===== src/rtl/core/qecc_pkg.sv =====
`timescale 1ns / 1ps
`default_nettype none
// ----------------------------------------------------------------------------
// qecc_pkg: shared types and constants of the edge collapse cost block
// Widths, operand codes, phases and the term tables that drive the sequencer.
// ----------------------------------------------------------------------------
package qecc_pkg;

    localparam int QW       = 33;   // summed quadric coefficient
    localparam int PW       = 32;   // Q16.16 coordinate
    localparam int ACC_W    = 104;  // exact Q56.48 sums of triple products
    localparam int DIV_W    = ACC_W + 32;
    localparam int CNT_W    = $clog2(QW);

    // Operand codes: quadric slots, current point coordinates, constant one.
    localparam logic [3:0] OP_Q0  = 4'd0;
    localparam logic [3:0] OP_Q1  = 4'd1;
    localparam logic [3:0] OP_Q2  = 4'd2;
    localparam logic [3:0] OP_Q3  = 4'd3;
    localparam logic [3:0] OP_Q4  = 4'd4;
    localparam logic [3:0] OP_Q5  = 4'd5;
    localparam logic [3:0] OP_Q6  = 4'd6;
    localparam logic [3:0] OP_Q7  = 4'd7;
    localparam logic [3:0] OP_Q8  = 4'd8;
    localparam logic [3:0] OP_Q9  = 4'd9;
    localparam logic [3:0] OP_PX  = 4'd10;
    localparam logic [3:0] OP_PY  = 4'd11;
    localparam logic [3:0] OP_PZ  = 4'd12;
    localparam logic [3:0] OP_ONE = 4'd13;

    localparam logic [1:0] CH_SOLVED = 2'd0;
    localparam logic [1:0] CH_FIRST  = 2'd1;
    localparam logic [1:0] CH_SECOND = 2'd2;
    localparam logic [1:0] CH_MID    = 2'd3;

    localparam logic [3:0] DET_IDX  [9] = '{4'd0, 4'd1, 4'd2, 4'd1, 4'd4, 4'd5, 4'd2, 4'd5, 4'd7};
    localparam logic [3:0] COFX_IDX [9] = '{4'd1, 4'd2, 4'd3, 4'd4, 4'd5, 4'd6, 4'd5, 4'd7, 4'd8};
    localparam logic [3:0] COFY_IDX [9] = '{4'd0, 4'd2, 4'd3, 4'd1, 4'd5, 4'd6, 4'd2, 4'd7, 4'd8};
    localparam logic [3:0] COFZ_IDX [9] = '{4'd0, 4'd1, 4'd3, 4'd1, 4'd4, 4'd6, 4'd2, 4'd5, 4'd8};

    typedef enum logic [2:0] {
        PH_DET,
        PH_COFX,
        PH_COFY,
        PH_COFZ,
        PH_EVAL
    } t_phase;

    // One term: sign * a * b * c << sh.
    typedef struct packed {
        logic [3:0] a;
        logic [3:0] b;
        logic [3:0] c;
        logic       sub;
        logic [5:0] sh;
    } t_term;

    typedef struct packed {
        logic                    start;
        logic signed [ACC_W-1:0] mcand;
        logic signed [QW-1:0]    mplier;
    } t_mul_req;

    typedef struct packed {
        logic start;
        logic flip;
    } t_div_req;

    function automatic logic [3:0] idx_of(input t_phase ph, input logic [3:0] p);
        logic [3:0] r;
        unique case (ph)
            PH_COFX: r = COFX_IDX[p];
            PH_COFY: r = COFY_IDX[p];
            PH_COFZ: r = COFZ_IDX[p];
            default: r = DET_IDX[p];
        endcase
        return r;
    endfunction

    function automatic logic [3:0] term_last(input t_phase ph);
        return (ph == PH_EVAL) ? 4'd9 : 4'd5;
    endfunction

    function automatic t_term term_of(input t_phase ph, input logic [3:0] k);
        t_term      t;
        logic [3:0] r0;
        logic [3:0] r1;
        logic [3:0] r2;
        t  = '0;
        r0 = 4'd0;
        r1 = 4'd4;
        r2 = 4'd8;
        if (ph == PH_EVAL) begin
            case (k)
                4'd0:    t = '{OP_Q0, OP_PX, OP_PX,  1'b0, 6'd0};
                4'd1:    t = '{OP_Q4, OP_PY, OP_PY,  1'b0, 6'd0};
                4'd2:    t = '{OP_Q7, OP_PZ, OP_PZ,  1'b0, 6'd0};
                4'd3:    t = '{OP_Q1, OP_PX, OP_PY,  1'b0, 6'd1};
                4'd4:    t = '{OP_Q2, OP_PX, OP_PZ,  1'b0, 6'd1};
                4'd5:    t = '{OP_Q5, OP_PY, OP_PZ,  1'b0, 6'd1};
                4'd6:    t = '{OP_Q3, OP_PX, OP_ONE, 1'b0, 6'd17};
                4'd7:    t = '{OP_Q6, OP_PY, OP_ONE, 1'b0, 6'd17};
                4'd8:    t = '{OP_Q8, OP_PZ, OP_ONE, 1'b0, 6'd17};
                4'd9:    t = '{OP_Q9, OP_ONE, OP_ONE, 1'b0, 6'd32};
                default: t = '0;
            endcase
        end else begin
            case (k)
                4'd1:    begin r0 = 4'd2; r1 = 4'd3; r2 = 4'd7; end
                4'd2:    begin r0 = 4'd1; r1 = 4'd5; r2 = 4'd6; end
                4'd3:    begin r0 = 4'd2; r1 = 4'd4; r2 = 4'd6; end
                4'd4:    begin r0 = 4'd0; r1 = 4'd5; r2 = 4'd7; end
                4'd5:    begin r0 = 4'd1; r1 = 4'd3; r2 = 4'd8; end
                default: begin r0 = 4'd0; r1 = 4'd4; r2 = 4'd8; end
            endcase
            t.a   = idx_of(ph, r0);
            t.b   = idx_of(ph, r1);
            t.c   = idx_of(ph, r2);
            t.sub = (k >= 4'd3);
            t.sh  = 6'd0;
        end
        return t;
    endfunction

endpackage
`default_nettype wire


===== src/rtl/core/qecc_div.sv =====
`timescale 1ns / 1ps
`default_nettype none
// ----------------------------------------------------------------------------
// qecc_div: restoring divider for the solved coordinates
// Computes (cofactor << 16) / det, truncated and saturated to Q16.16.
// ----------------------------------------------------------------------------
module qecc_div (
    input  wire logic                                 i_clk,
    input  wire logic                                 i_rst_n,
    input  wire qecc_pkg::t_div_req                   i_req,
    input  wire logic signed [qecc_pkg::ACC_W-1:0]    i_num,
    input  wire logic signed [qecc_pkg::ACC_W-1:0]    i_den,
    output logic                                      o_done,
    output logic signed [qecc_pkg::PW-1:0]            o_quot
);

    logic [qecc_pkg::DIV_W-1:0] r_rem;
    logic [qecc_pkg::DIV_W-1:0] r_d;
    logic [qecc_pkg::PW-1:0]    r_q;
    logic [5:0]                 r_cnt;
    logic                       r_neg;
    logic                       r_run;
    logic                       r_done;
    logic [qecc_pkg::PW-1:0]    r_quot;

    logic [qecc_pkg::ACC_W-1:0] abs_num;
    logic [qecc_pkg::ACC_W-1:0] abs_den;
    logic                       ge;
    logic [qecc_pkg::PW-1:0]    n_q;
    logic [qecc_pkg::PW-1:0]    fin;

    assign abs_num = i_num[qecc_pkg::ACC_W-1] ? -i_num : i_num;
    assign abs_den = i_den[qecc_pkg::ACC_W-1] ? -i_den : i_den;
    assign ge      = (r_rem >= r_d);
    assign n_q     = {r_q[qecc_pkg::PW-2:0], ge};

    always_comb begin
        if (r_neg) begin
            fin = (n_q > 32'h8000_0000) ? 32'h8000_0000 : -n_q;
        end else begin
            fin = n_q[qecc_pkg::PW-1] ? 32'h7FFF_FFFF : n_q;
        end
    end

    always_ff @(posedge i_clk) begin
        if (!i_rst_n) begin
            r_run  <= 1'b0;
            r_done <= 1'b0;
        end else begin
            r_done <= 1'b0;
            if (i_req.start) begin
                r_rem <= {16'd0, abs_num, 16'd0};
                r_d   <= {abs_den, 32'd0};
                r_q   <= '0;
                r_cnt <= '0;
                r_neg <= (i_num[qecc_pkg::ACC_W-1] != i_den[qecc_pkg::ACC_W-1]) != i_req.flip;
                r_run <= 1'b1;
            end else if (r_run) begin
                if (r_cnt == 6'd0) begin
                    // A quotient of 2^32 or more saturates at once.
                    if (ge) begin
                        r_quot <= r_neg ? 32'h8000_0000 : 32'h7FFF_FFFF;
                        r_run  <= 1'b0;
                        r_done <= 1'b1;
                    end
                end else begin
                    if (ge) begin
                        r_rem <= r_rem - r_d;
                    end
                    r_q <= n_q;
                    if (r_cnt == 6'd32) begin
                        r_quot <= fin;
                        r_run  <= 1'b0;
                        r_done <= 1'b1;
                    end
                end
                r_d   <= r_d >> 1;
                r_cnt <= r_cnt + 1'b1;
            end
        end
    end

    assign o_done = r_done;
    assign o_quot = r_quot;

endmodule
`default_nettype wire


===== config.mk =====
export PLATFORM = sky130hd
export DESIGN_NAME = qecc_div
export DESIGN_NICKNAME = d
export VERILOG_FILES = /design/src/rtl/core/qecc_pkg.sv /design/src/rtl/core/qecc_div.sv
export SDC_FILE = /design/constraint.sdc
export NUM_CORES = 1
export LEC_CHECK = 0
export BUFFER_PORTS_ARGS = -buffer_cell sky130_fd_sc_hd__buf_2
export CAP_MARGIN = 40
export CORE_UTILIZATION = 56
export DETAILED_ROUTE_END_ITERATION = 7
export GPL_TIMING_DRIVEN = 0
export HOLD_SLACK_MARGIN = 0.15
export PLACE_DENSITY = 0.79
export SYNTH_ARGS = -nofsm -noshare
export SYNTH_HDL_FRONTEND = slang
export SYNTH_SLANG_ARGS = --single-unit

===== constraint.sdc =====
create_clock -name i_clk -period 12.65 [get_ports i_clk]
set_clock_uncertainty 0.05 [all_clocks]
set_input_delay 0 -clock i_clk [delete_from_list [all_inputs] [get_ports i_clk]]
set_output_delay 0 -clock i_clk [all_outputs]
set_load 0.05 [all_outputs]

==> results_dict.tcl <==
set metrics [dict create \
    total_power_w 0.00407 \
    vias 30800 \
    final_nets 4442 \
    drt_pre_antenna_iters 8 \
    final_cell_mix "sky130_fd_sc_hd__nor2_1 (402), sky130_fd_sc_hd__a21oi_1 (370), sky130_fd_sc_hd__dlygate4sd3_1 (364)" \
    util_after_layout_pct 71.5 \
    synth_fp_nets 3763 \
    post_synth_num_cell_types 74 \
    hpwlAfterDp_mm 80.0 \
    worst_r2r_endpoint "o_quot[25]" \
    fp.dieW_um 227 \
    die_area_mm2 0.0515 \
    number_of_cells_on_the_worst_reg_to_reg_path 23 \
    critical_path.reg2reg.startpoint "r_d[39]" \
    power.ir.vdd_worst_uv 91.2 \
    grt_pass1_wl_mm 167 \
    wire_per_inst_um 23.4 \
    grt_max_degree 60 \
    gp_congestion 1.05 \
    yosysWarningCount 0 \
    rows 82 \
    synthCells 3409 \
    max_slew.worst_pin.slew_ns 1.09 \
    insertion_delay_ns 0.59 \
    min_path_type "in2reg" \
    clk_root_buffer_cell "sky130_fd_sc_hd__clkbuf_16" \
    seq_area_frac_synth_pct 36.4 \
    detail_route.vias_per_cell 6.43 \
    worstPathMaxFanout 10 \
    syn_area_mm2 0.0283 \
    clockBufferDepth 3 \
    fin_area_mm2 0.0358 \
    worst-setup-path-type "reg2reg" \
    final_cycle_share_pct 51.8 \
    place_area_mm2 0.0309 \
    crit_path_start_kind "register" \
    grt_overflow_total 0 \
    number_of_sinks_on_the_clock_net 344 \
    cts_setup_buffers 0 \
    synth.avg_cell_area_um2 8.31 \
    power-per-cell-area_mw_per_mm2 114 \
    run_status "finished with violations" \
    cts-buffers-inserted 40 \
    finalWirelength_mm 112 \
    ant_nets 0 \
    critPathCapture "o_quot[25]" \
    clock_tree.htree_level_count 2 \
    grt_setup_unrepaired "false" \
    synthDominantAreaCellType "sky130_fd_sc_hd__edfxtp_1" \
    drive_above_1_share_pct 9.19 \
    floorplan.initialDensity_pct 56.6 \
    cellLeakagePower_nw 13.9 \
    synthDominantCellAreaShare_pct 36.2 \
    yosys-top-cells-area "sky130_fd_sc_hd__edfxtp_1 (36%), sky130_fd_sc_hd__a21oi_1 (6.5%), sky130_fd_sc_hd__ha_1 (6.2%)" \
    synth-main-ff-cell "sky130_fd_sc_hd__edfxtp_1" \
    floorplan.core_area_mm2 0.0501 \
    min_hold_slack_ns 0.219 \
    synth-seq-cells 344 \
    grt_use_total_pct 42.9 \
    maxSlewViolCount 0 \
    num_io_pins 245 \
    route.detailed.drc 3 \
    place.port_buffers 242 \
    arrival_ns 6.92 \
    via_count_of_the_first_global_routing_pass 29000 \
    dr.first_iter.drc_count 4389 \
    timing.final.setup_violations 0 \
    total_count_of_hold_check_failures_in_the_final_report 0 \
    area_growth_pct 26.3 \
    violations "design-rule violations" \
    antenna_found_initial 8 \
    critPathLaunch "r_d[39]" \
    synth-edff-count 342 \
    timing.reg2reg.setup_slack_ns 6.09 \
    period_minus_slack_ns 6.56 \
    cts_tree "yes" \
    cts.clk_slew.worst_paths_ns 0.06 \
    share_of_synthesized_flip_flops_with_an_asynchronous_set_or_reset_pct 0 \
    layout.cells.most_common "sky130_fd_sc_hd__nor2_1" \
    die_h_um 227 \
    max_freq_mhz 152 \
    timing.max_cap.violations 0 \
    crit_path_end_kind "register" \
    crit_required_ns 13.02 \
    worst_slew_slack_as_a_fraction_of_its_limit_pct 27.5 \
]
==> final cells by class <==
class / instances / area [um^2]
antenna: 11 / 27.5
clock inverter: 12 / 90.1
sequential: 344 / 10300
buffer: 155 / 593
tap: 672 / 841
inverter: 186 / 698
multi-input combinational: 2724 / 16800
fill: 3824 / 14300
timing repair buffer: 637 / 5320
clock buffer: 56 / 1130
==> synthesized netlist by cell type, types with 7 or more instances <==
cell / number
sky130_fd_sc_hd__a211oi_1: 8
sky130_fd_sc_hd__xor2_1: 163
sky130_fd_sc_hd__o31ai_1: 69
sky130_fd_sc_hd__o21bai_1: 30
sky130_fd_sc_hd__o41ai_1: 32
sky130_fd_sc_hd__o22ai_1: 21
sky130_fd_sc_hd__nor4_1: 30
sky130_fd_sc_hd__o21ai_0: 261
sky130_fd_sc_hd__edfxtp_1: 342
sky130_fd_sc_hd__o21ai_1: 11
sky130_fd_sc_hd__or3_1: 61
sky130_fd_sc_hd__and2_1: 10
sky130_fd_sc_hd__a21boi_0: 20
sky130_fd_sc_hd__nand3_1: 37
sky130_fd_sc_hd__o21a_1: 24
sky130_fd_sc_hd__and3_1: 10
sky130_fd_sc_hd__mux2i_1: 20
sky130_fd_sc_hd__buf_1: 14
sky130_fd_sc_hd__nor2_1: 402
sky130_fd_sc_hd__nand2b_1: 34
sky130_fd_sc_hd__a21oi_1: 370
sky130_fd_sc_hd__a31oi_1: 27
sky130_fd_sc_hd__or2_2: 26
sky130_fd_sc_hd__nor3b_1: 7
sky130_fd_sc_hd__clkbuf_1: 137
sky130_fd_sc_hd__xnor2_1: 170
sky130_fd_sc_hd__nor2b_1: 75
sky130_fd_sc_hd__nor3_1: 65
sky130_fd_sc_hd__nand4_1: 80
sky130_fd_sc_hd__or4_1: 30
sky130_fd_sc_hd__o211ai_1: 13
sky130_fd_sc_hd__ha_1: 141
sky130_fd_sc_hd__nand2_1: 334
sky130_fd_sc_hd__a21o_1: 66
sky130_fd_sc_hd__inv_1: 185
sky130_fd_sc_hd__a221oi_1: 7
==> where the power goes <==
part | internal [W] | switching (W)
Clock | 0.000643 | 0.000503
Sequential | 0.00139 | 0.0000441
Combinational | 0.000584 | 0.000900
==> flip-flops by register name, summed over array words and instances (netlist names) <==
signal / flops
r_q: 31
r_cnt: 6
r_neg: 1
r_run: 1
o_quot: 32
r_d: 136
r_rem: 136
o_done: 1
==> metal layers <==
metal	vias to the layer above	wire length (um)	track usage (%)
met2	2284	47800	65.0
li1	13700	-	-
met1	14300	40900	53.0
met3	568	14400	12.7
met5	-	13	0.0949
met4	2	9100	28.6
==> cell families (layout without fill, tap and decap cells) <==
kind of cell	after synthesis	after routing	synth area share, %
buffers and inverters	341	1046	4.56
adder cells (fa/ha/maj)	142	142	6.30
flip-flops	344	344	36.4
multiplexers	26	26	0.945
XOR/XNOR	333	333	10.3
AO/OA/AOI/OAI	992	992	20.8
other	0	11	0
AND/OR/NAND/NOR	1231	1231	20.7
==> repair_timing <==
action,CTS,global route
hold buffers,364,0
endpoints found under the hold margin,288,0
gates resized for setup,0,0
==> critical path: stages, from the launching register on <==
cell	delay [ns]
sky130_fd_sc_hd__edfxtp_1	0.41
sky130_fd_sc_hd__inv_1	0.19
sky130_fd_sc_hd__ha_1	0.32
sky130_fd_sc_hd__a21oi_1	0.24
sky130_fd_sc_hd__o21ai_0	0.22
sky130_fd_sc_hd__a21oi_1	0.34
sky130_fd_sc_hd__o21ai_0	0.18
sky130_fd_sc_hd__a21oi_1	0.17
sky130_fd_sc_hd__o221ai_1	0.27
sky130_fd_sc_hd__o21ai_0	0.33
sky130_fd_sc_hd__a21bo_2	0.19
sky130_fd_sc_hd__clkbuf_1	0.47
sky130_fd_sc_hd__ha_1	0.30
sky130_fd_sc_hd__nand2b_1	0.10
sky130_fd_sc_hd__or2_2	0.31
sky130_fd_sc_hd__or3_1	0.35
sky130_fd_sc_hd__or2_2	0.29
sky130_fd_sc_hd__clkbuf_1	0.26
sky130_fd_sc_hd__or4_4	0.56
sky130_fd_sc_hd__o31a_1	0.29
sky130_fd_sc_hd__buf_6	0.16
sky130_fd_sc_hd__nand2_2	0.08
sky130_fd_sc_hd__o211ai_1	0.11
sky130_fd_sc_hd__nor3_2	0.15
==> worst min-delay path by stage <==
stage	cells past startpoint	slack (ns)	start	to
global placement	3	0.31	i_rst_n	o_done
global route	4	0.25	i_den[103]	r_d[75]
detailed placement	3	0.33	i_num[0]	r_rem[16]
finish	6	0.22	i_den[103]	r_d[99]
CTS	6	0.18	i_den[103]	r_d[99]
floorplan	2	0.14	i_den[0]	r_d[32]
==> through the flow <==
| step | std cells | setup TNS (ns) | worst slack (ns) |
|---|---|---|---|
| after floorplan | 3409 | 0 | 3.04 |
| after global placement | 4323 | -245.86 | -1.82 |
| after detailed placement | 4352 | 0 | 6.33 |
| after CTS | 4784 | 0 | 6.29 |
| after global routing | 4790 | 0 | 5.79 |
| final | 4797 | 0 | 6.09 |
No activity file was read; power rests on OpenSTA's default activity.
