`src/rtl/core/qecc_pkg.sv`:
```
`timescale 1ns / 1ps
`default_nettype none
// ----------------------------------------------------------------------------
// qecc_pkg: shared types and constants of the edge collapse cost block
// Widths, operand codes, phases and the term tables that drive the sequencer.
// ----------------------------------------------------------------------------
package qecc_pkg;

    localparam int QW       = 33;   // summed quadric coefficient
    localparam int PW       = 32;   // Q16.16 coordinate
    localparam int ACC_W    = 104;  // exact Q56.48 sums of triple products
    localparam int DIV_W    = ACC_W + 32;
    localparam int CNT_W    = $clog2(QW);

    // Operand codes: quadric slots, current point coordinates, constant one.
    localparam logic [3:0] OP_Q0  = 4'd0;
    localparam logic [3:0] OP_Q1  = 4'd1;
    localparam logic [3:0] OP_Q2  = 4'd2;
    localparam logic [3:0] OP_Q3  = 4'd3;
    localparam logic [3:0] OP_Q4  = 4'd4;
    localparam logic [3:0] OP_Q5  = 4'd5;
    localparam logic [3:0] OP_Q6  = 4'd6;
    localparam logic [3:0] OP_Q7  = 4'd7;
    localparam logic [3:0] OP_Q8  = 4'd8;
    localparam logic [3:0] OP_Q9  = 4'd9;
    localparam logic [3:0] OP_PX  = 4'd10;
    localparam logic [3:0] OP_PY  = 4'd11;
    localparam logic [3:0] OP_PZ  = 4'd12;
    localparam logic [3:0] OP_ONE = 4'd13;

    localparam logic [1:0] CH_SOLVED = 2'd0;
    localparam logic [1:0] CH_FIRST  = 2'd1;
    localparam logic [1:0] CH_SECOND = 2'd2;
    localparam logic [1:0] CH_MID    = 2'd3;

    localparam logic [3:0] DET_IDX  [9] = '{4'd0, 4'd1, 4'd2, 4'd1, 4'd4, 4'd5, 4'd2, 4'd5, 4'd7};
    localparam logic [3:0] COFX_IDX [9] = '{4'd1, 4'd2, 4'd3, 4'd4, 4'd5, 4'd6, 4'd5, 4'd7, 4'd8};
    localparam logic [3:0] COFY_IDX [9] = '{4'd0, 4'd2, 4'd3, 4'd1, 4'd5, 4'd6, 4'd2, 4'd7, 4'd8};
    localparam logic [3:0] COFZ_IDX [9] = '{4'd0, 4'd1, 4'd3, 4'd1, 4'd4, 4'd6, 4'd2, 4'd5, 4'd8};

    typedef enum logic [2:0] {
        PH_DET,
        PH_COFX,
        PH_COFY,
        PH_COFZ,
        PH_EVAL
    } t_phase;

    // One term: sign * a * b * c << sh.
    typedef struct packed {
        logic [3:0] a;
        logic [3:0] b;
        logic [3:0] c;
        logic       sub;
        logic [5:0] sh;
    } t_term;

    typedef struct packed {
        logic                    start;
        logic signed [ACC_W-1:0] mcand;
        logic signed [QW-1:0]    mplier;
    } t_mul_req;

    typedef struct packed {
        logic start;
        logic flip;
    } t_div_req;

    function automatic logic [3:0] idx_of(input t_phase ph, input logic [3:0] p);
        logic [3:0] r;
        unique case (ph)
            PH_COFX: r = COFX_IDX[p];
            PH_COFY: r = COFY_IDX[p];
            PH_COFZ: r = COFZ_IDX[p];
            default: r = DET_IDX[p];
        endcase
        return r;
    endfunction

    function automatic logic [3:0] term_last(input t_phase ph);
        return (ph == PH_EVAL) ? 4'd9 : 4'd5;
    endfunction

    function automatic t_term term_of(input t_phase ph, input logic [3:0] k);
        t_term      t;
        logic [3:0] r0;
        logic [3:0] r1;
        logic [3:0] r2;
        t  = '0;
        r0 = 4'd0;
        r1 = 4'd4;
        r2 = 4'd8;
        if (ph == PH_EVAL) begin
            case (k)
                4'd0:    t = '{OP_Q0, OP_PX, OP_PX,  1'b0, 6'd0};
                4'd1:    t = '{OP_Q4, OP_PY, OP_PY,  1'b0, 6'd0};
                4'd2:    t = '{OP_Q7, OP_PZ, OP_PZ,  1'b0, 6'd0};
                4'd3:    t = '{OP_Q1, OP_PX, OP_PY,  1'b0, 6'd1};
                4'd4:    t = '{OP_Q2, OP_PX, OP_PZ,  1'b0, 6'd1};
                4'd5:    t = '{OP_Q5, OP_PY, OP_PZ,  1'b0, 6'd1};
                4'd6:    t = '{OP_Q3, OP_PX, OP_ONE, 1'b0, 6'd17};
                4'd7:    t = '{OP_Q6, OP_PY, OP_ONE, 1'b0, 6'd17};
                4'd8:    t = '{OP_Q8, OP_PZ, OP_ONE, 1'b0, 6'd17};
                4'd9:    t = '{OP_Q9, OP_ONE, OP_ONE, 1'b0, 6'd32};
                default: t = '0;
            endcase
        end else begin
            case (k)
                4'd1:    begin r0 = 4'd2; r1 = 4'd3; r2 = 4'd7; end
                4'd2:    begin r0 = 4'd1; r1 = 4'd5; r2 = 4'd6; end
                4'd3:    begin r0 = 4'd2; r1 = 4'd4; r2 = 4'd6; end
                4'd4:    begin r0 = 4'd0; r1 = 4'd5; r2 = 4'd7; end
                4'd5:    begin r0 = 4'd1; r1 = 4'd3; r2 = 4'd8; end
                default: begin r0 = 4'd0; r1 = 4'd4; r2 = 4'd8; end
            endcase
            t.a   = idx_of(ph, r0);
            t.b   = idx_of(ph, r1);
            t.c   = idx_of(ph, r2);
            t.sub = (k >= 4'd3);
            t.sh  = 6'd0;
        end
        return t;
    endfunction

endpackage
`default_nettype wire

```
`src/rtl/core/qecc_mul.sv`:
```
`timescale 1ns / 1ps
`default_nettype none
// ----------------------------------------------------------------------------
// qecc_mul: bit-serial signed multiplier
// Shift-and-add over the 33 bits of the multiplier, one wide add per cycle.
// ----------------------------------------------------------------------------
module qecc_mul (
    input  wire logic                              i_clk,
    input  wire logic                              i_rst_n,
    input  wire qecc_pkg::t_mul_req                i_req,
    output logic                                   o_done,
    output logic signed [qecc_pkg::ACC_W-1:0]      o_prod
);

    logic signed [qecc_pkg::ACC_W-1:0] r_m;
    logic signed [qecc_pkg::ACC_W-1:0] r_p;
    logic        [qecc_pkg::QW-1:0]    r_b;
    logic        [qecc_pkg::CNT_W-1:0] r_cnt;
    logic                              r_busy;
    logic                              r_done;
    logic signed [qecc_pkg::ACC_W-1:0] addend;
    logic                              last_bit;

    assign addend   = r_b[0] ? r_m : '0;
    // The top bit of the multiplier carries negative weight.
    assign last_bit = (r_cnt == qecc_pkg::CNT_W'(qecc_pkg::QW - 1));

    always_ff @(posedge i_clk) begin
        if (!i_rst_n) begin
            r_busy <= 1'b0;
            r_done <= 1'b0;
        end else begin
            r_done <= 1'b0;
            if (i_req.start) begin
                r_m    <= i_req.mcand;
                r_b    <= i_req.mplier;
                r_p    <= '0;
                r_cnt  <= '0;
                r_busy <= 1'b1;
            end else if (r_busy) begin
                r_p   <= last_bit ? (r_p - addend) : (r_p + addend);
                r_m   <= r_m <<< 1;
                r_b   <= r_b >> 1;
                r_cnt <= r_cnt + 1'b1;
                if (last_bit) begin
                    r_busy <= 1'b0;
                    r_done <= 1'b1;
                end
            end
        end
    end

    assign o_done = r_done;
    assign o_prod = r_p;

endmodule
`default_nettype wire

```
`config.mk`:
```
export PLATFORM = sky130hd
export DESIGN_NAME = qecc_mul
export DESIGN_NICKNAME = d
export VERILOG_FILES = /design/src/rtl/core/qecc_pkg.sv /design/src/rtl/core/qecc_mul.sv
export SDC_FILE = /design/constraint.sdc
export NUM_CORES = 1
export LEC_CHECK = 0
export BUFFER_PORTS_ARGS = -buffer_cell sky130_fd_sc_hd__clkbuf_2
export CORE_ASPECT_RATIO = 1.5
export CORE_MARGIN = 2
export CORE_UTILIZATION = 40
export CTS_BUF_LIST = sky130_fd_sc_hd__clkbuf_4 sky130_fd_sc_hd__clkbuf_8
export DETAILED_ROUTE_END_ITERATION = 10
export HOLD_SLACK_MARGIN = 0.06
export PLACE_DENSITY = 0.66
export SYNTH_ARGS = -nofsm -noshare
export SYNTH_HDL_FRONTEND = slang
export SYNTH_SLANG_ARGS = --single-unit
```
`constraint.sdc`:
```
create_clock -name i_clk -period 9.7 [get_ports i_clk]
set_input_delay 0.485 -clock i_clk [delete_from_list [all_inputs] [get_ports i_clk]]
set_output_delay 0.485 -clock i_clk [all_outputs]
set_load 0.01 [all_outputs]
```
==> results_dict.tcl, run 1 <==
set metrics [dict create \
    status "completed" \
    crit_path_end_kind "register" \
    rsz0062_at_grt "no" \
    number_of_gates_given_a_new_drive_strength_after_cts 0 \
    top_level_ports 245 \
    ant_nets 0 \
    path_common_cell "sky130_fd_sc_hd__nand2_1" \
    initial_util_pct 40.3 \
    mappedNetlistArea_um2 19500 \
    cts_tree "done" \
    grt_antenna_before_repair 3 \
    max_freq_mhz 127 \
    clock_tree.root_cell "sky130_fd_sc_hd__clkbuf_8" \
    die-area_um2 50600 \
    synth-seq-cells 249 \
    synth_edf_count 247 \
    grt_overflow 0 \
    synthToLayoutAreaGrowth_pct 13.7 \
    chip_width_um 184 \
    power.density_nw_per_um2 166 \
    detail_route.iter0.violations 1623 \
    synthTopCellsByArea "sky130_fd_sc_hd__edfxtp_1 38%, sky130_fd_sc_hd__mux2_2 8.2%, sky130_fd_sc_hd__ha_1 6.8%" \
    finalCriticalPeriod_ps 7900 \
    place_hpwl_um 53500 \
    detailedRoute.firstPassIterationCount 6 \
    maximum_number_of_buffers_from_clock_root_to_sink 3 \
    grt_pass1_vias 18000 \
    post_drt_wl_per_cell_um 22.6 \
    netlist.area_leader.share_pct 38.0 \
    vdd.ir_drop.worst_mv 0.108 \
    dr_total_vias 17800 \
    hold_depth 2 \
    grt_util_all_layers_pct 26.8 \
    yosys_warnings 0 \
    cts_num_sinks 249 \
    cell_by_cell_trace_of_the_critical_path "o41ai_1, nand4_1, nor3_1, buf_4, a21boi_0, nand2_1, a21oi_1, nand2_1, nand2_1, nand2_1, buf_4, nand3_1, ha_1, nand2_1, nor4_1, nand2_1, and3_1, a21oi_1, o31ai_1, nand4_1, nand2_1, o221ai_1, o21ai_0, mux2_2" \
    netlist-cell-type-count 66 \
    synth_sequential_area_ratio_pct 38.2 \
    floorplan.core_area_um2 48400 \
    slew_headroom_pct 32.3 \
    drc 0 \
    fillers 4851 \
    rows 99 \
    timing.setup.critical_path_class "register to register" \
    tightest_slew_ps 1020 \
    grt_start_max_net_pins 117 \
    finClkSkew_ps 33.2 \
    depth_of_the_critical_timing_path_with_buffers_and_inverters_included 24 \
    wire_length_of_the_first_global_routing_pass_um 103000 \
    synthMostInstantiatedCell "sky130_fd_sc_hd__nand2_1" \
    timing.final.ws_setup_ps 1800 \
    report.final.slew_viol_count 0 \
    cts_inserted_buffers 42 \
    critPathTopFamily "compound AO/OA/AOI/OAI gates" \
    synth.avg_cell_area_um2 9.06 \
    crit_arrival_ps 8270 \
    worst-path-max-fanout 20 \
    period_share_pct 81.5 \
    vertical_die_dimension_um 275 \
    port_buffers 244 \
    detail_route.vias_per_cell 5.85 \
    drv_cap 0 \
    dp_worst_setup_slack_ps 1870 \
    post_cts_setup_buffers 0 \
    crit_buf_inv 2 \
    final_hold_vios 0 \
    min_path_type "primary input to register" \
    clock_tree.htree_level_count 2 \
    post_synth_inst_count 2155 \
    synth_commonest_cells "260 x sky130_fd_sc_hd__nand2_1, 247 x sky130_fd_sc_hd__edfxtp_1, 245 x sky130_fd_sc_hd__nor2_1" \
    nets 2608 \
    post_route_cells_drive_above_1_share_pct 20.9 \
    setup_tns_ps 0 \
    reg2regPathDepth 24 \
    top_flip_flop_cell_by_instance_count_after_synthesis "sky130_fd_sc_hd__edfxtp_1" \
    clock_latency_at_the_later_pin_of_the_worst_skew_pair_ps 600 \
    clk_pin_slew_worst_paths_ps 70 \
    crit_path_start_kind "register" \
    gp_congestion 0.982 \
    hold_buffers 0 \
    synth_top_area_cell "sky130_fd_sc_hd__edfxtp_1" \
    p_leak_nw 8.72 \
    synth_nets 2402 \
    drt_wl_total_um 68900 \
    report.final.setup_viol 0 \
    worst_path_largest_cell_delay_ps 810 \
    slowest_cp_cell "sky130_fd_sc_hd__o41ai_1" \
    async_reset_ff_share_pct 0 \
    worst_ep_required_time_ps 10060 \
]
## flip-flops by register name, summed over array words and instances, names as in the netlist
signal	count
o_prod	104
r_m	104
r_b	33
r_cnt	6
o_done	1
r_busy	1
## cell usage in the layout, fill, tap and decap left out, types with 44 or more instances in the layout
cell type                    n
sky130_fd_sc_hd__a21oi_1   175
sky130_fd_sc_hd__a21o_1     62
sky130_fd_sc_hd__xor2_1     59
sky130_fd_sc_hd__clkbuf_8   44
sky130_fd_sc_hd__nor3_1     48
sky130_fd_sc_hd__o21ai_0   119
sky130_fd_sc_hd__ha_1      106
sky130_fd_sc_hd__xnor2_1   106
sky130_fd_sc_hd__nand3_1    45
sky130_fd_sc_hd__edfxtp_1  247
sky130_fd_sc_hd__nand4_1    51
sky130_fd_sc_hd__inv_1      48
sky130_fd_sc_hd__clkbuf_2  243
sky130_fd_sc_hd__nand2_1   259
sky130_fd_sc_hd__mux2_2    143
sky130_fd_sc_hd__nor2_1    245
## final timing paths
check	start	slack [ps]	end
setup / recovery	r_m[6]	1800	o_prod[102]
hold / removal	i_rst_n	150	o_done
setup reg to reg	r_m[6]	1800	o_prod[102]
hold reg to reg	r_busy	490	o_done
## per-stage QoR
| step | utilization (%) | total power [mW] | hold WS [ps] | instance area (um2) | instances |
|---|---|---|---|---|---|
| finish | 45.9 | 3.68 | 151 | 22200 | 3047 |
| global route | 45.9 | 3.88 | 150 | 22200 | 3047 |
| global placement | 44.1 | 2.67 | 484 | 21400 | 2973 |
| CTS | 45.8 | 3.70 | 115 | 22200 | 3044 |
| floorplan | - | 2.29 | 454 | 19500 | 2155 |
| detailed placement | 44.1 | 2.67 | 490 | 21400 | 2973 |
## report_power, final
part	switching [mW]	internal [mW]
registers	0.102	1.33
clock network	0.476	0.536
logic	0.760	0.483
## routing by layer
metal | wire length, um | track usage, % | share of wire, %
met1 | 25500 | 28.8 | 37
met2 | 35100 | 48.6 | 51
met3 | 2980 | 2.91 | 4.3
met4 | 5360 | 19.1 | 7.8
met5 | 0 | 0 | 0
## cell type report
| type | count | area [um2] | area share, % |
|---|---|---|---|
| tap | 656 | 821 | 3.70 |
| sequential | 249 | 7460 | 33.6 |
| clock inverter | 10 | 114 | 0.513 |
| antenna | 3 | 7.51 | 0.0338 |
| timing repair buffer | 265 | 1390 | 6.25 |
| inverter | 48 | 180 | 0.811 |
| clock buffer | 61 | 727 | 3.27 |
| multi-input combinational | 1755 | 11500 | 51.9 |
## cell families after synthesis
| group | synth area share [%] |
|---|---|
| buf+inv | 2.90 |
| simple gates | 18.4 |
| mux | 8.30 |
| compound gates | 17.9 |
| xor+xnor | 7.40 |
| fa+ha+maj | 6.89 |
| flops | 38.2 |
No activity file was read; power rests on OpenSTA's default activity.
==> run 2, diff against run 1 <==
--- a/config.mk
+++ b/config.mk
@@ -12,7 +12,7 @@
 export CTS_BUF_LIST = sky130_fd_sc_hd__clkbuf_4 sky130_fd_sc_hd__clkbuf_8
 export DETAILED_ROUTE_END_ITERATION = 10
 export HOLD_SLACK_MARGIN = 0.06
-export PLACE_DENSITY = 0.66
+export PLACE_DENSITY = 0.68
 export SYNTH_ARGS = -nofsm -noshare
 export SYNTH_HDL_FRONTEND = slang
 export SYNTH_SLANG_ARGS = --single-unit
==> constraint.sdc (replaced) <==
create_clock -name i_clk -period 6.6 [get_ports i_clk]
set_input_delay 0.33 -clock i_clk [delete_from_list [all_inputs] [get_ports i_clk]]
set_output_delay 0.33 -clock i_clk [all_outputs]
set_load 0.01 [all_outputs]
==> run 2 against run 1 <==
  * First-iteration DRC count up 4.6%
  * Critical endpoint is now o_prod[100]
  * Worst hold slack lost 64 ps
  * Sequential power is 47% higher
  * Utilization is 3.2 points higher
  * Sequential share of layout area shrank 2.2 points
==> results_dict.tcl, run 2 (synthesis results as in run 1) <==
set metrics [dict create \
    drc 0 \
    dp_worst_setup_slack_ps 137 \
    grt_overflow 0 \
    dr_total_vias 18600 \
    mostFrequentLayoutCells "259 x sky130_fd_sc_hd__nand2_1, 247 x sky130_fd_sc_hd__edfxtp_1, 245 x sky130_fd_sc_hd__nor2_1" \
    post_route_cells_drive_above_1_share_pct 21.1 \
    detail_route.iter0.violations 1698 \
    die-area_um2 50600 \
    worst_ep_required_time_ps 6900 \
    setup_tns_ps 0 \
    floorplan.core_area_um2 48400 \
    cts_num_sinks 249 \
    timing.final.ws_setup_ps 372 \
    clock_latency_at_the_later_pin_of_the_worst_skew_pair_ps 610 \
    worst-path-max-fanout 7 \
    met2WireLength_um 34500 \
    grt_start_max_net_pins 185 \
    rsz0062_at_grt "no" \
    finalCriticalPeriod_ps 6230 \
    ant_nets 0 \
    vdd.ir_drop.worst_mv 0.211 \
    place_hpwl_um 52000 \
    hold-worst-slack_ps 86.4 \
    vertical_die_dimension_um 275 \
    drv_cap 0 \
    synthToLayoutAreaGrowth_pct 21.7 \
    crit_buf_inv 0 \
    critPathTopFamily "simple AND/OR/NAND/NOR gates" \
    worst_path_largest_cell_delay_ps 620 \
    port_buffers 244 \
    detail_route.vias_per_cell 5.81 \
    finClkSkew_ps 31.4 \
    final_hold_vios 0 \
    min_path_type "primary input to register" \
    crit_arrival_ps 6530 \
    final_common_cell "sky130_fd_sc_hd__nand2_1" \
    clk_pin_slew_worst_paths_ps 60 \
    power.density_nw_per_um2 228 \
    top_level_ports 245 \
    drt_wl_total_um 68200 \
    cell_by_cell_trace_of_the_critical_path "or4_4, or4_4, o41a_1, or3_4, a21o_4, a21oi_4, nor4b_1, nor2_1, xor2_1, nand2_1, ha_1, a21oi_1, o21bai_1, a21oi_1, nor2b_1, o21a_1, o21a_1, o21a_1, nor3_1, o21ai_0, xnor2_1, nor2_1" \
    detailedRoute.firstPassIterationCount 8 \
    crit_path_start_kind "register" \
    cts_tree "done" \
    maximum_number_of_buffers_from_clock_root_to_sink 3 \
    highest-signal-layer "met4" \
    status "completed" \
    post-route-util_pct 49.1 \
    chip_width_um 184 \
    crit_path_end_kind "register" \
    report.final.slew_viol_count 0 \
    wl_met1_um 24600 \
    slowest_cp_cell "sky130_fd_sc_hd__or4_4" \
    clock_tree.root_cell "sky130_fd_sc_hd__clkbuf_8" \
    met3_wirelength_um 3550 \
    grt_util_all_layers_pct 26.5 \
    max_freq_mhz 161 \
    cts_inserted_buffers 43 \
    post_drt_wl_per_cell_um 21.3 \
    report.final.setup_viol 0 \
    rows 99 \
    tightest_slew_ps 1180 \
    p_leak_nw 9.38 \
    slew_headroom_pct 21.4 \
    gp_congestion 1.06 \
    grt_antenna_before_repair 2 \
    period_share_pct 94.4 \
    grt_pass1_vias 18600 \
    timing.setup.critical_path_class "register to register" \
    nets 2764 \
    clock_tree.htree_level_count 2 \
    wire_length_of_the_first_global_routing_pass_um 103000 \
    path_common_cell "sky130_fd_sc_hd__o21a_1" \
    initial_util_pct 40.3 \
]
==> run 2: repair_timing <==
action                     in CTS  in global routing
gates resized for setup         0                 14
hold buffers                  126                  0
buffers inserted                0                  2
hold endpoints to repair      126                  0
setup endpoints to repair       0                 28
==> run 2: through the flow <==
step / cells / power (mW) / instance area (um2)
final: 3205 / 5.42 / 23800
after global routing: 3205 / 5.69 / 23800
after CTS: 3201 / 5.42 / 23700
after detailed placement: 3000 / 3.94 / 21600
after global placement: 3000 / 3.92 / 21600
after floorplan: 2155 / 3.35 / 19500
==> run 2: path summary, 6_finish.rpt <==
| kind | start | to | slack [ps] | cells past startpoint |
|---|---|---|---|---|
| setup / recovery | r_m[38] | o_prod[100] | 370 | 22 |
| hold / removal | i_req[55] | r_m[22] | 90 | 2 |
| setup reg to reg | r_m[38] | o_prod[100] | 370 | 22 |
| hold reg to reg | r_busy | o_done | 500 | 1 |
==> run 2: report_power, final <==
group          total, mW  internal [mW]  switching [mW]
registers           2.10           1.95           0.147
logic               1.92          0.780            1.14
clock network       1.41          0.717           0.690
total               5.42           3.45            1.98
==> run 2: area by class of cell <==
type / count / area (um2)
clock inverters: 23 / 148
fillers: 4566 / 24700
well taps: 656 / 821
inverters: 48 / 180
repair buffers: 420 / 2900
flip-flops and latches: 249 / 7460
multi-input cells: 1755 / 11600
diodes: 2 / 5.00
clock buffers: 52 / 672
==> run 2: per-layer routing <==
metal | track usage [%] | up-vias
met5 | 0 | -
met4 | 19.2 | 0
met3 | 3.11 | 270
met2 | 47.7 | 832
met1 | 28.4 | 8837
li1 | - | 8686
==> run 2: worst register-to-register path, cell delays in order, from the launching register on <==
cell	delay (ps)
sky130_fd_sc_hd__edfxtp_1	520
sky130_fd_sc_hd__or4_4	620
sky130_fd_sc_hd__or4_4	550
sky130_fd_sc_hd__o41a_1	360
sky130_fd_sc_hd__or3_4	370
sky130_fd_sc_hd__a21o_4	240
sky130_fd_sc_hd__a21oi_4	220
sky130_fd_sc_hd__nor4b_1	500
sky130_fd_sc_hd__nor2_1	110
sky130_fd_sc_hd__xor2_1	150
sky130_fd_sc_hd__nand2_1	90
sky130_fd_sc_hd__ha_1	390
sky130_fd_sc_hd__a21oi_1	250
sky130_fd_sc_hd__o21bai_1	90
sky130_fd_sc_hd__a21oi_1	300
sky130_fd_sc_hd__nor2b_1	80
sky130_fd_sc_hd__o21a_1	180
sky130_fd_sc_hd__o21a_1	180
sky130_fd_sc_hd__o21a_1	170
sky130_fd_sc_hd__nor3_1	180
sky130_fd_sc_hd__o21ai_0	160
sky130_fd_sc_hd__xnor2_1	180
sky130_fd_sc_hd__nor2_1	60
==> run 3, diff against run 2 <==
--- a/config.mk
+++ b/config.mk
@@ -12,7 +12,6 @@
 export CTS_BUF_LIST = sky130_fd_sc_hd__clkbuf_4 sky130_fd_sc_hd__clkbuf_8
 export DETAILED_ROUTE_END_ITERATION = 10
 export HOLD_SLACK_MARGIN = 0.06
-export PLACE_DENSITY = 0.68
 export SYNTH_ARGS = -nofsm -noshare
 export SYNTH_HDL_FRONTEND = slang
 export SYNTH_SLANG_ARGS = --single-unit
==> run 3 against run 2 <==
  * Die area unchanged
  * Via count decreased by 0.61%
  * Wire length increased by 4.8%
  * Utilization increased by 0.71 points
  * Global-route usage increased by 1.6 points
  * Setup slack got worse by 39 ps
  * Worst hold slack improved by 20 ps
  * Clock power increased by 13%
==> results_dict.tcl, run 3 (synthesis results as in run 1) <==
set metrics [dict create \
    fillers 4593 \
    clk_pin_slew_worst_paths_ps 60 \
    finClkSkew_ps 36.9 \
    crit_arrival_ps 6620 \
    dr_total_vias 18500 \
    post_route_cells_drive_above_1_share_pct 21.8 \
    timing.hold.worst.start "i_req[58]" \
    timing.setup.critical_path_class "register to register" \
    report.final.setup_viol 0 \
    clock_tree.htree_level_count 2 \
    crit_path_end_kind "register" \
    power.share.clock_pct 28.3 \
    grt_util_all_layers_pct 28.1 \
    timing.rr.start "r_m[27]" \
    period_share_pct 95.0 \
    cts_tree "done" \
    multiInputGateArea_um2 11500 \
    vdd.ir_drop.worst_mv 0.149 \
    clock_tree.root_cell "sky130_fd_sc_hd__clkbuf_8" \
    final_cells 3241 \
    reg2regPathDepth 24 \
    grt_start_max_net_pins 128 \
    final_common_cell "sky130_fd_sc_hd__nand2_1" \
    slowest_cp_cell "sky130_fd_sc_hd__or4_1" \
    gp_congestion 0.943 \
    drt_wl_total_um 71500 \
    area.sequential_um2 7460 \
    power.density_nw_per_um2 235 \
    rsz0062_at_grt "no" \
    detail_route.vias_per_cell 5.71 \
    worst_ep_required_time_ps 6960 \
    synthToLayoutAreaGrowth_pct 23.4 \
    grt_overflow 0 \
    tightest_slew_ps 969 \
    drc 0 \
    drv_cap 0 \
    detailedRoute.firstPassIterationCount 5 \
    status "completed" \
    grt_pass1_vias 18900 \
    clock_latency_at_the_later_pin_of_the_worst_skew_pair_ps 620 \
    placedCellCount 3028 \
    report.final.slew_viol_count 0 \
    min_delay_worst_endpoint "r_m[25]" \
    reg2reg_to "o_prod[102]" \
    reg2reg_slack_ps 330 \
    hold-worst-slack_ps 106 \
    wire_length_of_the_first_global_routing_pass_um 108000 \
    nets 2798 \
    mostFrequentLayoutCells "259 x sky130_fd_sc_hd__nand2_1, 247 x sky130_fd_sc_hd__edfxtp_1, 245 x sky130_fd_sc_hd__nor2_1" \
    hold_depth 2 \
    ant_nets 0 \
    chip_width_um 184 \
    sum_of_internal_switching_and_leakage_power_mw 5.66 \
    cell_by_cell_trace_of_the_critical_path "or4_1, or4_1, nand2b_1, a21boi_1, nand2_1, a21oi_2, nand2_1, nand2_1, nand2_1, buf_4, o311ai_0, ha_1, and2_1, and2_1, a221o_1, nand4_1, a21oi_1, o31ai_1, nand4_1, nand2_1, o221ai_1, buf_4, o21ai_0, mux2_2" \
    timing.final.ws_setup_ps 333 \
    final_hold_vios 0 \
    rows 99 \
    maximum_number_of_buffers_from_clock_root_to_sink 3 \
    worst_path_largest_cell_delay_ps 640 \
    vertical_die_dimension_um 275 \
    p_leak_nw 9.60 \
    worst-path-max-fanout 14 \
    top_level_ports 245 \
    share_seq_of_total_power_pct 37.1 \
    port_buffers 244 \
    post_drt_wl_per_cell_um 22.1 \
    crit_path_start_kind "register" \
    detail_route.iter0.violations 1317 \
    min_path_type "primary input to register" \
    die-area_um2 50600 \
    sw_frac_of_total_pct 35.8 \
    combPwrFrac_pct 34.6 \
    initial_util_pct 40.3 \
    finalCriticalPeriod_ps 6270 \
    cts_num_sinks 249 \
    grt_antenna_before_repair 1 \
    internal_power_mw 3.63 \
    dp_worst_setup_slack_ps 267 \
    switchingPower_mw 2.03 \
    max_freq_mhz 160 \
    floorplan.core_area_um2 48400 \
    slew_headroom_pct 35.4 \
    place_hpwl_um 55200 \
    path_common_cell "sky130_fd_sc_hd__nand2_1" \
    cts_inserted_buffers 43 \
    setup_tns_ps 0 \
]
[run 3: cell count changes in the layout (fill, tap and decap cells not counted), sizes merged]
| cell | change |
|---|---|
| clkinvlp | -2 |
| dlygate4sd3 | +7 |
| diode | -1 |
| bufinv | +3 |
| buf | +28 |
| clkbuf | +4 |
| clkinv | -4 |
| inv | +1 |
[run 3: power groups by stage]
stage / Sequential (mW) / Clock, mW / Combinational [mW]
2_1_floorplan: 2.10 / 0 / 1.24
3_3_place_gp: 2.13 / 0 / 1.86
3_5_place_dp: 2.13 / 0 / 1.87
4_1_cts: 2.10 / 1.64 / 1.95
5_1_grt: 2.11 / 1.70 / 2.15
6_report: 2.10 / 1.60 / 1.96
[run 3: final cells by class]
type	instances	share of cell area, %
multi-input combinational	1755	47.9
timing repair buffer	454	13.1
antenna	1	0.0104
inverter	48	0.747
clock buffer	57	2.97
sequential	249	30.9
tap	656	3.40
clock inverter	21	0.929
[run 3: metrics by stage]
step / util [%] / instance area, um2
finish: 49.8 / 24100
detailed placement: 45.0 / 21800
global placement: 45.0 / 21800
global route: 49.8 / 24100
floorplan: - / 19500
CTS: 49.7 / 24100
[run 3: per-layer routing]
layer	GRT usage [%]	vias to the layer above	wire length, um
met4	19.5	0	5590
met3	2.77	219	2720
met1	30.3	8894	26200
met2	51.3	643	37000
met5	0	-	0
li1	-	8755	-
[run 3: timing repair]
action	4_1_cts	5_1_grt
endpoints found under the setup margin	0	22
buffers inserted	0	1
gates resized for setup	0	8
endpoints found under the hold margin	133	0
hold buffers	133	0
[run 3: how the worst max path moves through the flow]
stage / from / to / slack, ps
6_report: r_m[27] / o_prod[102] / 330
5_1_grt: r_m[38] / o_prod[103] / 50
4_1_cts: r_m[27] / o_prod[90] / 240
3_5_place_dp: r_m[27] / o_prod[91] / 270
3_3_place_gp: r_m[27] / o_prod[90] / 390
2_1_floorplan: r_b[0] / o_prod[97] / 50
[run 3: critical path: cells and delay by family (launching register included)]
family,cells,cell delay [ps]
mux,1,360
buf+inv,2,430
flops,1,450
compound gates,8,1850
simple gates,12,2610
fa+ha+maj,1,340
